<file path="src/hdl/crtb_pkg.sv">
`default_nettype none

package crtb_pkg;

    localparam int NUM_TIMERS_DEF = 4;

    localparam int COUNT_W   = 16;
    localparam int PRESC_W   = 10;
    localparam int PERIOD_W  = PRESC_W + 1;
    localparam int IRQ_W     = 4;
    localparam int OP_W      = 2;
    localparam int INDEX_W   = 2;
    localparam int IN_DATA_W = 16;
    localparam int OUT_DATA_W = 24;

    localparam logic [COUNT_W-1:0] COUNT_MAX = 16'hFFFF;

    localparam int CTRL_SEL_LO  = 0;
    localparam int CTRL_CASCADE = 2;
    localparam int CTRL_IRQ_EN  = 6;
    localparam int CTRL_ENABLE  = 7;

    typedef enum logic [OP_W-1:0] {
        OP_TICK   = 2'd0,
        OP_RELOAD = 2'd1,
        OP_CTRL   = 2'd2,
        OP_READ   = 2'd3
    } op_t;

    typedef enum logic [1:0] {
        PSC_DIV1    = 2'd0,
        PSC_DIV64   = 2'd1,
        PSC_DIV256  = 2'd2,
        PSC_DIV1024 = 2'd3
    } presc_sel_t;

    function automatic logic [PERIOD_W-1:0] period_of(input logic [1:0] sel);
        logic [PERIOD_W-1:0] p;
        case (presc_sel_t'(sel))
            PSC_DIV64:   p = PERIOD_W'(1) << 6;
            PSC_DIV256:  p = PERIOD_W'(1) << 8;
            PSC_DIV1024: p = PERIOD_W'(1) << 10;
            default:     p = PERIOD_W'(1);
        endcase
        return p;
    endfunction

endpackage

`default_nettype wire

</file>
<file path="src/hdl/cascadable_reload_timer_bank.sv">
`default_nettype none
// A beat is held in the input register, and its result in the result register.
// Throughput: one beat per cycle; the input register and result register form
// a two-stage pipe that advances whenever the result register is empty or taken.
// Overflow ripple through cascaded timers settles combinationally in one update.
// Reset: rst_n asynchronous, active low; clears all timers (stopped, zero counts,
// zero reloads) and empties both pipe stages.
module cascadable_reload_timer_bank #(
    parameter int NUM_TIMERS = crtb_pkg::NUM_TIMERS_DEF
) (
    input  wire                                  clk,
    input  wire                                  rst_n,
    input  wire                                  s_axis_tvalid,
    output logic                                 s_axis_tready,
    // [15:0] write_data
    input  wire  [crtb_pkg::IN_DATA_W-1:0]       s_axis_tdata,
    // [1:0] op, [3:2] timer_index
    input  wire  [crtb_pkg::OP_W+crtb_pkg::INDEX_W-1:0] s_axis_tuser,
    output logic                                 m_axis_tvalid,
    input  wire                                  m_axis_tready,
    // [15:0] read_data, [19:16] overflow_irq, [23:20] zero
    output logic [crtb_pkg::OUT_DATA_W-1:0]      m_axis_tdata
);
    import crtb_pkg::*;

    logic                  in_valid_reg;
    logic [OP_W-1:0]       in_op_reg;
    logic [INDEX_W-1:0]    in_idx_reg;
    logic [IN_DATA_W-1:0]  in_data_reg;

    logic                  out_valid_reg;
    logic [COUNT_W-1:0]    out_rd_reg;
    logic [IRQ_W-1:0]      out_irq_reg;

    logic [COUNT_W-1:0]    count_reg      [NUM_TIMERS];
    logic [COUNT_W-1:0]    count_next     [NUM_TIMERS];
    logic [COUNT_W-1:0]    reload_reg     [NUM_TIMERS];
    logic [COUNT_W-1:0]    reload_next    [NUM_TIMERS];
    logic [PRESC_W-1:0]    presc_cnt_reg  [NUM_TIMERS];
    logic [PRESC_W-1:0]    presc_cnt_next [NUM_TIMERS];
    logic [1:0]            presc_sel_reg  [NUM_TIMERS];
    logic [1:0]            presc_sel_next [NUM_TIMERS];
    logic [NUM_TIMERS-1:0] cascade_reg;
    logic [NUM_TIMERS-1:0] cascade_next;
    logic [NUM_TIMERS-1:0] irq_en_reg;
    logic [NUM_TIMERS-1:0] irq_en_next;
    logic [NUM_TIMERS-1:0] running_reg;
    logic [NUM_TIMERS-1:0] running_next;
    logic [NUM_TIMERS-1:0] pending_reg;
    logic [NUM_TIMERS-1:0] pending_next;

    logic                  advance;
    logic                  exec;
    logic [COUNT_W-1:0]    rd_next;
    logic [NUM_TIMERS-1:0] irq_all;
    logic [IRQ_W-1:0]      irq_next;

    assign advance       = !out_valid_reg || m_axis_tready;
    assign exec          = in_valid_reg && advance;
    assign s_axis_tready = !in_valid_reg || advance;
    assign m_axis_tvalid = out_valid_reg;
    assign m_axis_tdata  = {(OUT_DATA_W - COUNT_W - IRQ_W)'(0), out_irq_reg, out_rd_reg};

    always_comb
    begin
        logic                carry;
        logic                step;
        logic                hit;
        logic                en;
        logic                casc;
        logic [PERIOD_W-1:0] pc;

        count_next     = count_reg;
        reload_next    = reload_reg;
        presc_cnt_next = presc_cnt_reg;
        presc_sel_next = presc_sel_reg;
        cascade_next   = cascade_reg;
        irq_en_next    = irq_en_reg;
        running_next   = running_reg;
        pending_next   = pending_reg;
        rd_next        = '0;
        irq_all        = '0;
        carry          = 1'b0;
        step           = 1'b0;
        hit            = 1'b0;
        en             = in_data_reg[CTRL_ENABLE];
        casc           = in_data_reg[CTRL_CASCADE];
        pc             = '0;

        if (exec)
        begin
            case (op_t'(in_op_reg))
                OP_TICK:
                begin
                    for (int n = 0; n < NUM_TIMERS; n++)
                    begin
                        step = 1'b0;
                        if (running_reg[n])
                        begin
                            if (pending_reg[n])
                            begin
                                pending_next[n] = 1'b0;
                            end
                            else if (cascade_reg[n])
                            begin
                                step = carry;
                            end
                            else
                            begin
                                pc = {1'b0, presc_cnt_reg[n]} + PERIOD_W'(1);
                                if (pc >= period_of(presc_sel_reg[n]))
                                begin
                                    presc_cnt_next[n] = '0;
                                    step = 1'b1;
                                end
                                else
                                begin
                                    presc_cnt_next[n] = pc[PRESC_W-1:0];
                                end
                            end
                        end
                        carry = 1'b0;
                        if (step)
                        begin
                            if (count_reg[n] == COUNT_MAX)
                            begin
                                count_next[n] = reload_reg[n];
                                irq_all[n]    = irq_en_reg[n];
                                carry         = 1'b1;
                            end
                            else
                            begin
                                count_next[n] = count_reg[n] + COUNT_W'(1);
                            end
                        end
                    end
                end
                OP_RELOAD:
                begin
                    for (int n = 0; n < NUM_TIMERS; n++)
                    begin
                        if (32'(in_idx_reg) == n)
                        begin
                            reload_next[n] = in_data_reg[COUNT_W-1:0];
                        end
                    end
                end
                OP_CTRL:
                begin
                    for (int n = 0; n < NUM_TIMERS; n++)
                    begin
                        if (32'(in_idx_reg) == n)
                        begin
                            presc_sel_next[n] = in_data_reg[CTRL_SEL_LO +: 2];
                            irq_en_next[n]    = in_data_reg[CTRL_IRQ_EN];
                            cascade_next[n]   = casc;
                            if (running_reg[n] && !en)
                            begin
                                running_next[n] = 1'b0;
                                pending_next[n] = 1'b0;
                            end
                            if (cascade_reg[n] && !casc && running_reg[n] && en)
                            begin
                                presc_cnt_next[n] = '0;
                            end
                            if (!running_reg[n] && en)
                            begin
                                running_next[n]   = 1'b1;
                                pending_next[n]   = 1'b1;
                                count_next[n]     = reload_reg[n];
                                presc_cnt_next[n] = '0;
                            end
                        end
                    end
                end
                OP_READ:
                begin
                    for (int n = 0; n < NUM_TIMERS; n++)
                    begin
                        hit = (32'(in_idx_reg) == n);
                        if (hit)
                        begin
                            rd_next = count_reg[n];
                        end
                    end
                end
                default:
                begin
                    rd_next = '0;
                end
            endcase
        end
    end

    generate
        for (genvar i = 0; i < IRQ_W; i++)
        begin : g_irq
            if (i < NUM_TIMERS)
            begin : g_live
                assign irq_next[i] = irq_all[i];
            end
            else
            begin : g_none
                assign irq_next[i] = 1'b0;
            end
        end
    endgenerate

    always_ff @(posedge clk or negedge rst_n)
    begin
        if (!rst_n)
        begin
            in_valid_reg  <= 1'b0;
            out_valid_reg <= 1'b0;
        end
        else
        begin
            if (s_axis_tvalid && s_axis_tready)
            begin
                in_valid_reg <= 1'b1;
            end
            else if (advance)
            begin
                in_valid_reg <= 1'b0;
            end
            if (advance)
            begin
                out_valid_reg <= in_valid_reg;
            end
        end
    end

    always_ff @(posedge clk)
    begin
        if (s_axis_tvalid && s_axis_tready)
        begin
            in_op_reg   <= s_axis_tuser[OP_W-1:0];
            in_idx_reg  <= s_axis_tuser[OP_W +: INDEX_W];
            in_data_reg <= s_axis_tdata;
        end
        if (exec)
        begin
            out_rd_reg  <= rd_next;
            out_irq_reg <= irq_next;
        end
    end

    always_ff @(posedge clk or negedge rst_n)
    begin
        if (!rst_n)
        begin
            for (int n = 0; n < NUM_TIMERS; n++)
            begin
                count_reg[n]     <= '0;
                reload_reg[n]    <= '0;
                presc_cnt_reg[n] <= '0;
                presc_sel_reg[n] <= '0;
            end
            cascade_reg <= '0;
            irq_en_reg  <= '0;
            running_reg <= '0;
            pending_reg <= '0;
        end
        else
        begin
            count_reg     <= count_next;
            reload_reg    <= reload_next;
            presc_cnt_reg <= presc_cnt_next;
            presc_sel_reg <= presc_sel_next;
            cascade_reg   <= cascade_next;
            irq_en_reg    <= irq_en_next;
            running_reg   <= running_next;
            pending_reg   <= pending_next;
        end
    end

endmodule

`default_nettype wire

</file>
<file path="config.mk">
export PLATFORM = sky130hd
export DESIGN_NAME = cascadable_reload_timer_bank
export DESIGN_NICKNAME = d
export VERILOG_FILES = /design/src/hdl/crtb_pkg.sv /design/src/hdl/cascadable_reload_timer_bank.sv
export SDC_FILE = /design/constraint.sdc
export NUM_CORES = 1
export LEC_CHECK = 0
export BUFFER_PORTS_ARGS = -buffer_cell sky130_fd_sc_hd__buf_4
export CORE_MARGIN = 2
export CORE_UTILIZATION = 25
export CTS_BUF_LIST = sky130_fd_sc_hd__clkbuf_4 sky130_fd_sc_hd__clkbuf_8
export CTS_CLUSTER_SIZE = 12
export DETAILED_ROUTE_END_ITERATION = 12
export GPL_TIMING_DRIVEN = 1
export SYNTH_ARGS = -nofsm -noshare
export SYNTH_HDL_FRONTEND = slang
export SYNTH_SLANG_ARGS = --single-unit
</file>
<file path="constraint.sdc">
create_clock -name clk -period 4.3 [get_ports clk]
set_input_delay 0.645 -clock clk [delete_from_list [all_inputs] [get_ports clk]]
set_output_delay 0.645 -clock clk [all_outputs]
set_load 0.01 [all_outputs]
</file>
==> impl_metrics.csv, run 1 <==
group,metric,value,unit
cells_and_area,proportion_of_layout_cells_with_a_drive_suffix_above_1,20.8,%
sta,rsz0062_at_grt,"no",
yosys,synth_enable_flop_cells,40,
power_and_ir_drop,power,7.52,mW
cts,cts-hold-fix-buffers,0,
cts,clkSlewWorstSetupHoldPaths,0.06,ns
yosys,async_reset_ff_share,82.9,%
sta,final.setup.tns,0,ns
sta,fmax,251,MHz
yosys,synth_top_cell_by_area,"sky130_fd_sc_hd__dfrtp_1",
global_routing,grt_start_max_net_pins,93,
yosys,synth_area_per_cell,10.0,um2
floorplanning,floorplan.io_pins,50,
detailed_routing,drt_wl_total,34.8,mm
cts,htreeDepth,2,
floorplanning,row_count,82,
detailed_routing,final_antenna_net_count,0,
sta,finClkSkew,0.0307,ns
global_routing,vias_in_the_first_global_route,9888,
yosys,synth.top_cells.by_area,"sky130_fd_sc_hd__dfrtp_1 39%, sky130_fd_sc_hd__edfxtp_1 9.5%, sky130_fd_sc_hd__mux2_2 7.1%",
hold_path,holdCritPathClass,"input port to asynchronous set/reset pin",
yosys,ys_dominant_reg_cell,"sky130_fd_sc_hd__dfrtp_1",
detailed_routing,drt_drc_violations_left,0,
critical_path,worst-setup-path-type,"flip-flop to flip-flop",
yosys,syn-instance-count,1256,
cells_and_area,n_fill_cell,5201,
sta,setup_viol,0,
cts,cts.root.buffer_cell,"sky130_fd_sc_hd__clkbuf_8",
detailed_routing,vias_per_cell,5.04,
power_and_ir_drop,ir_drop,0.199,mV
detailed_routing,first_iter_violations,787,
place,io_buffers,45,
critical_path,timing.critical_path.from_type,"flip-flop",
global_routing,globalRoute.totalOverflow,0,
global_routing,global_route_wire_length_before_repair,55.6,mm
sta,timing_hold_violations_final,0,
detailed_routing,firstDrtPassIters,5,
cts,clkLatencyLatePin,0.58,ns
critical_path,path_max_fanout,11,
run,max-cap-violations,0,
sta,finalCritPeriodShare,92.5,%
sta,pin_slew_with_the_least_headroom_to_its_limit,1.01,ns
yosys,yosys-top-cells-count,"194 x sky130_fd_sc_hd__dfrtp_1, 138 x sky130_fd_sc_hd__nand2_1, 108 x sky130_fd_sc_hd__o21ai_0",
run_status,outcome,"complete, no violations",
cts,cts-root-to-sink-buffers,3,
place,dp.final_hpwl,24.6,mm
cts,cts.sinks,234,
cells_and_area,nets,1360,
power_and_ir_drop,power_density_normalized_to_cell_area,513,mW/mm2
cts,cts_buffers,43,
cells_and_area,multi_input_area,0.00617,mm2
yosys,ys_seq_area_share,48.0,%
yosys,synth_top_area_share,38.5,%
detailed_routing,routedWlPerCell,17.3,um
floorplanning,coreArea,0.0500,mm2
cells_and_area,final-seq-area,0.00606,mm2
cts,clock_tree_from_tritoncts,"yes",
sta,max-slew-margin-rel,31.7,%
power_and_ir_drop,leakage,6.07,nW
sta,layout_min_cycle_time,3.98,ns
critical_path,critical_path.endpoint_type,"flip-flop",
global_routing,initial_antenna_violation_count,2,
global_routing,grt_usage,13.2,%
place,gp_routability_congestion,0.851,
yosys,mappedNetlistArea,0.0126,mm2
yosys,yosysMostFrequentCell,"sky130_fd_sc_hd__dfrtp_1",
floorplanning,die_width,229,um
critical_path,timing.critical_path.arrival,4.43,ns
yosys,ys_types,82,
yosys,yosys_warnings,0,
detailed_routing,vias,10100,
floorplanning,dieHeight,229,um
floorplanning,dieArea,0.0522,mm2
cells_and_area,flow.area_growth_from_synthesis,16.3,%
critical_path,critical_path_required,4.75,ns
floorplanning,initial_utilization,25.2,%
sta,slew_viol_final,0,
yosys,synth_seq_cells,234,
[layout by cell type (no fill, tap or decap), types with 6 or more instances in the layout]
cell | Yosys | routed
sky130_fd_sc_hd__dfrtp_1 | 194 | 194
sky130_fd_sc_hd__nand2_1 | 138 | 138
sky130_fd_sc_hd__o21ai_0 | 108 | 107
sky130_fd_sc_hd__nor2_1 | 96 | 95
sky130_fd_sc_hd__a21oi_1 | 92 | 91
sky130_fd_sc_hd__mux2_2 | 80 | 80
sky130_fd_sc_hd__buf_4 | 5 | 70
sky130_fd_sc_hd__clkbuf_8 | 0 | 55
sky130_fd_sc_hd__nand3_1 | 51 | 51
sky130_fd_sc_hd__and3_1 | 45 | 45
sky130_fd_sc_hd__edfxtp_1 | 40 | 40
sky130_fd_sc_hd__ha_1 | 28 | 28
sky130_fd_sc_hd__nor3_1 | 27 | 27
sky130_fd_sc_hd__nand2b_1 | 23 | 23
sky130_fd_sc_hd__inv_1 | 21 | 21
sky130_fd_sc_hd__nand4_1 | 16 | 16
sky130_fd_sc_hd__o31ai_1 | 16 | 16
sky130_fd_sc_hd__mux4_2 | 16 | 16
sky130_fd_sc_hd__a31oi_1 | 13 | 13
sky130_fd_sc_hd__o22ai_1 | 11 | 11
sky130_fd_sc_hd__clkbuf_4 | 0 | 11
sky130_fd_sc_hd__xor2_1 | 10 | 10
sky130_fd_sc_hd__or3_1 | 9 | 9
sky130_fd_sc_hd__nor2b_1 | 9 | 9
sky130_fd_sc_hd__o41ai_1 | 9 | 9
sky130_fd_sc_hd__and2_1 | 9 | 8
sky130_fd_sc_hd__nor4_1 | 8 | 8
sky130_fd_sc_hd__clkinv_2 | 0 | 8
sky130_fd_sc_hd__xnor2_1 | 7 | 7
sky130_fd_sc_hd__and4_1 | 6 | 6
sky130_fd_sc_hd__or2_2 | 6 | 6
sky130_fd_sc_hd__o311ai_1 | 6 | 6
[through the flow]
step | worst slack, ns | utilization (%) | cell area (um2) | std cells | hold slack (ns)
after floorplan | 0.828 | - | 12600 | 1259 | 0.349
after global placement | 0.281 | 27.4 | 13700 | 1932 | 0.476
after detailed placement | 0.225 | 27.4 | 13700 | 1932 | 0.489
after CTS | 0.203 | 29.3 | 14600 | 2011 | 0.173
after global routing | 0.0312 | 29.3 | 14700 | 2015 | 0.193
final | 0.322 | 29.3 | 14700 | 2015 | 0.144
[final cells by class]
| cell class | count | share of cell area, % |
|---|---|---|
| diodes | 1 | 0.0171 |
| clock buffers | 65 | 5.63 |
| clock inverters | 14 | 0.888 |
| inverters | 21 | 0.538 |
| multi-input cells | 936 | 42.1 |
| flip-flops and latches | 234 | 41.3 |
| well taps | 672 | 5.73 |
| repair buffers | 72 | 3.81 |
[kinds of logic after synthesis]
logic type	after synthesis	share of synthesized area (%)
AO/OA/AOI/OAI	317	15.7
XOR/XNOR	17	1.18
adder cells (fa/ha/maj)	28	2.78
buffers and inverters	89	3.23
flip-flops	234	48.0
multiplexers	103	10.7
other	1	0.0297
AND/OR/NAND/NOR	467	18.3
[worst max-delay path, stage by stage, from the launching register on]
cell                       delay (ns)
sky130_fd_sc_hd__dfrtp_1         0.45
sky130_fd_sc_hd__ha_1            0.28
sky130_fd_sc_hd__nand3_2         0.14
sky130_fd_sc_hd__nor2_1          0.17
sky130_fd_sc_hd__and3_1          0.21
sky130_fd_sc_hd__xor2_1          0.21
sky130_fd_sc_hd__ha_1            0.29
sky130_fd_sc_hd__a211oi_1        0.20
sky130_fd_sc_hd__o21ai_0         0.16
sky130_fd_sc_hd__o311a_4         0.16
sky130_fd_sc_hd__a311oi_4        0.37
sky130_fd_sc_hd__nor4_2          0.11
sky130_fd_sc_hd__a21oi_2         0.22
sky130_fd_sc_hd__o21a_2          0.35
sky130_fd_sc_hd__o21a_4          0.24
sky130_fd_sc_hd__mux2_4          0.30
[routing by layer]
metal	GRT usage [%]	up-vias	part of all wire, %
met1	19.2	5018	48
met5	0	-	0
met3	3.03	61	7.1
met2	19.2	309	43
met4	4.19	0	2.0
li1	-	4758	-
[report_power, final]
group	leakage (nW)	switching (mW)	total (mW)	internal (mW)
sequential	2.87	0.729	3.55	2.82
clock	0.499	0.979	2.33	1.35
combinational	2.71	0.822	1.63	0.812
[path summary, 6_finish.rpt]
check	from	to	slack (ns)	depth (start not counted)
hold reg to reg	reload_reg[22]	reload_reg[22]	0.50	1
max in group asynchronous	rst_n	reload_reg[20]	3.14	2
hold / removal	rst_n	reload_reg[57]	0.14	1
setup / recovery	presc_cnt_reg[30]	count_reg[1]	0.32	15
setup reg to reg	presc_cnt_reg[30]	count_reg[1]	0.32	15
min in group clk	s_axis_tdata[1]	in_data_reg[1]	0.24	1
[repair_timing]
action / in CTS / in global routing
resized for setup: 0 / 2
buffers inserted: 0 / 3
setup endpoints to repair: 0 / 12
No activity file was read; power rests on OpenSTA's default activity.
==> inputs of run 2 (changes only) <==
==> constraint.sdc (replaced) <==
create_clock -name clk -period 4.6 [get_ports clk]
set_input_delay 0.69 -clock clk [delete_from_list [all_inputs] [get_ports clk]]
set_output_delay 0.69 -clock clk [all_outputs]
set_load 0.05 [all_outputs]
==> run 2 against run 1 <==
Non-clock buffer count fell by 9. Maximum frequency is 3.0% lower. Sequential share of layout area grew 0.25 points. Critical endpoint unchanged. Clock skew grew 0.0015 ns. Die area stayed put. Core utilization is 0.18 points lower. Critical path depth unchanged.
==> impl_metrics.csv, run 2 (synthesized netlist as in run 1, its figures left out) <==
group,metric,value,unit
cts,clkSlewWorstSetupHoldPaths,0.06,ns
floorplanning,row_count,82,
cells_and_area,fin_cells,2008,
power_and_ir_drop,leakage,6.02,nW
floorplanning,floorplan.io_pins,50,
cells_and_area,nets,1352,
place,dp.final_hpwl,24.4,mm
global_routing,vias_in_the_first_global_route,9999,
cells_and_area,proportion_of_layout_cells_with_a_drive_suffix_above_1,19.7,%
global_routing,grt_start_max_net_pins,80,
cts,cts_buffers,44,
global_routing,global_route_wire_length_before_repair,55.8,mm
critical_path,critical_path.endpoint_type,"flip-flop",
detailed_routing,drt_drc_violations_left,0,
cts,htreeDepth,2,
detailed_routing,vias_per_cell,5.06,
sta,rsz0062_at_grt,"no",
critical_path,critical_path.cell_chain,"ha_1 -> nand3_2 -> nor2_1 -> and3_1 -> xor2_1 -> ha_1 -> a211oi_1 -> o21ai_0 -> o311a_4 -> a311oi_4 -> nor4_2 -> a21oi_2 -> o21a_1 -> o21a_4 -> mux2_4",
critical_path,setup.reg_to_reg.worst_slack,0.50,ns
cells_and_area,final_cell_mix,"194 x sky130_fd_sc_hd__dfrtp_1, 138 x sky130_fd_sc_hd__nand2_1, 107 x sky130_fd_sc_hd__o21ai_0, 95 x sky130_fd_sc_hd__nor2_1, 91 x sky130_fd_sc_hd__a21oi_1",
sta,pin_slew_with_the_least_headroom_to_its_limit,1.07,ns
global_routing,globalRoute.totalOverflow,0,
detailed_routing,top_layer,"met4",
critical_path,critical_path.reg2reg.startpoint,"presc_cnt_reg[30]",
detailed_routing,first_iter_violations,1003,
hold_path,holdCritPathClass,"input port to asynchronous set/reset pin",
detailed_routing,vias,10200,
critical_path,critical-path-slowest-cell,"sky130_fd_sc_hd__dfrtp_1",
detailed_routing,firstDrtPassIters,6,
cts,post_cts_setup_repair_buffer_count,0,
floorplanning,initial_utilization,25.2,%
sta,fmax,244,MHz
critical_path,reg2regPathDepth,15,
floorplanning,dieArea,0.0522,mm2
detailed_routing,met2RoutedLength,14.8,mm
detailed_routing,met3_length,2.90,mm
critical_path,worst-setup-path-type,"flip-flop to flip-flop",
critical_path,critical_path_required,5.06,ns
sta,setup_viol,0,
sta,layout_min_cycle_time,4.10,ns
sta,postLayoutSetupSlackWorst,0.497,ns
sta,max-slew-margin-rel,28.7,%
cts,cts-root-to-sink-buffers,3,
run_status,outcome,"complete, no violations",
sta,final.setup.tns,0,ns
place,dp.cells,1926,
cts,clock_tree_from_tritoncts,"yes",
floorplanning,coreArea,0.0500,mm2
place,gp_routability_congestion,0.853,
critical_path,timing.critical_path.arrival,4.56,ns
critical_path,timing.critical_path.from_type,"flip-flop",
critical_path,path_common_cell,"sky130_fd_sc_hd__ha_1",
place,io_buffers,45,
detailed_routing,drt-met1-wl,16.3,mm
critical_path,cpPeakStageDelay,0.47,ns
cells_and_area,utilization,29.2,%
detailed_routing,final_antenna_net_count,0,
cts,cts.root.buffer_cell,"sky130_fd_sc_hd__clkbuf_8",
cells_and_area,n_fill_cell,5213,
floorplanning,die_width,229,um
cts,clkLatencyLatePin,0.58,ns
sta,finalCritPeriodShare,89.2,%
run,max-cap-violations,0,
global_routing,initial_antenna_violation_count,3,
detailed_routing,drt_wl_total,34.8,mm
power_and_ir_drop,ir_drop,0.179,mV
sta,finClkSkew,0.0323,ns
critical_path,path_max_fanout,14,
sta,worst_hold_slack,0.113,ns
sta,slew_viol_final,0,
floorplanning,dieHeight,229,um
detailed_routing,routedWlPerCell,17.3,um
cells_and_area,layout.cells.most_common,"sky130_fd_sc_hd__dfrtp_1",
place,place_worst_setup_slack,0.572,ns
cts,cts.sinks,234,
cts,cts-hold-fix-buffers,0,
power_and_ir_drop,power_density_normalized_to_cell_area,485,mW/mm2
sta,timing_hold_violations_final,0,
cts,postCtsResizedCells,0,
critical_path,reg2reg_to,"count_reg[1]",
global_routing,grt_usage,13.3,%
cells_and_area,flow.area_growth_from_synthesis,15.6,%
-- run 2: cell count changes in the layout (fill, tap and decap cells not counted), sizes merged --
| cell | before | now |
|---|---|---|
| bufinv | 2 | 4 |
| clkbuf | 66 | 59 |
| buf | 71 | 62 |
| clkinvlp | 4 | 2 |
| clkinv | 8 | 15 |
| diode | 1 | 3 |
-- run 2: how the worst max path moves through the flow --
stage                           start            end  slack [ns]  cells past startpoint
CTS                 presc_cnt_reg[30]   count_reg[1]        0.54                     15
global route        presc_cnt_reg[30]  count_reg[44]        0.17                     16
global placement    presc_cnt_reg[30]   count_reg[1]        0.60                     15
floorplan           presc_cnt_reg[30]   count_reg[1]        1.13                     16
detailed placement  presc_cnt_reg[30]   count_reg[1]        0.57                     15
finish              presc_cnt_reg[30]   count_reg[1]        0.50                     15
-- run 2: final cells by class --
cell class              instances  area (um2)  share of cell area (%)
well taps                     672         841                    5.77
clock inverters                21         204                    1.40
clock buffers                  58         729                    5.01
diodes                          3        7.51                  0.0515
repair buffers                 63         492                    3.37
inverters                      21        78.8                   0.541
flip-flops and latches        234        6060                    41.6
multi-input cells             936        6170                    42.3
-- run 2: worst max-delay path, delay by kind of cell, from the launching register on --
family | cells | cell delay, ns
AOI/OAI and AO/OA | 7 | 1.78
DFF | 1 | 0.47
adders and majority gates | 2 | 0.56
muxes | 1 | 0.31
xor gates and xnor gates | 1 | 0.22
and+or+nand+nor | 4 | 0.63
-- run 2: report_power, final --
part | leakage, nW | internal, mW | switching [mW]
logic | 2.66 | 0.749 | 0.822
registers | 2.87 | 2.64 | 0.677
clock network | 0.492 | 1.26 | 0.924
total | 6.02 | 4.65 | 2.42
-- run 2: per-layer routing --
metal / GRT usage, % / vias to the layer above
li1: - / 4736
met1: 19.1 / 4991
met2: 19.5 / 368
met3: 3.19 / 74
met4: 4.21 / 0
met5: 0 / -
-- run 2: metrics by stage --
| stage | power (mW) | area [um2] |
|---|---|---|
| after floorplan | 4.27 | 12600 |
| after global placement | 4.82 | 13600 |
| after detailed placement | 4.89 | 13600 |
| after CTS | 7.11 | 14600 |
| after global routing | 7.50 | 14600 |
| final | 7.07 | 14600 |
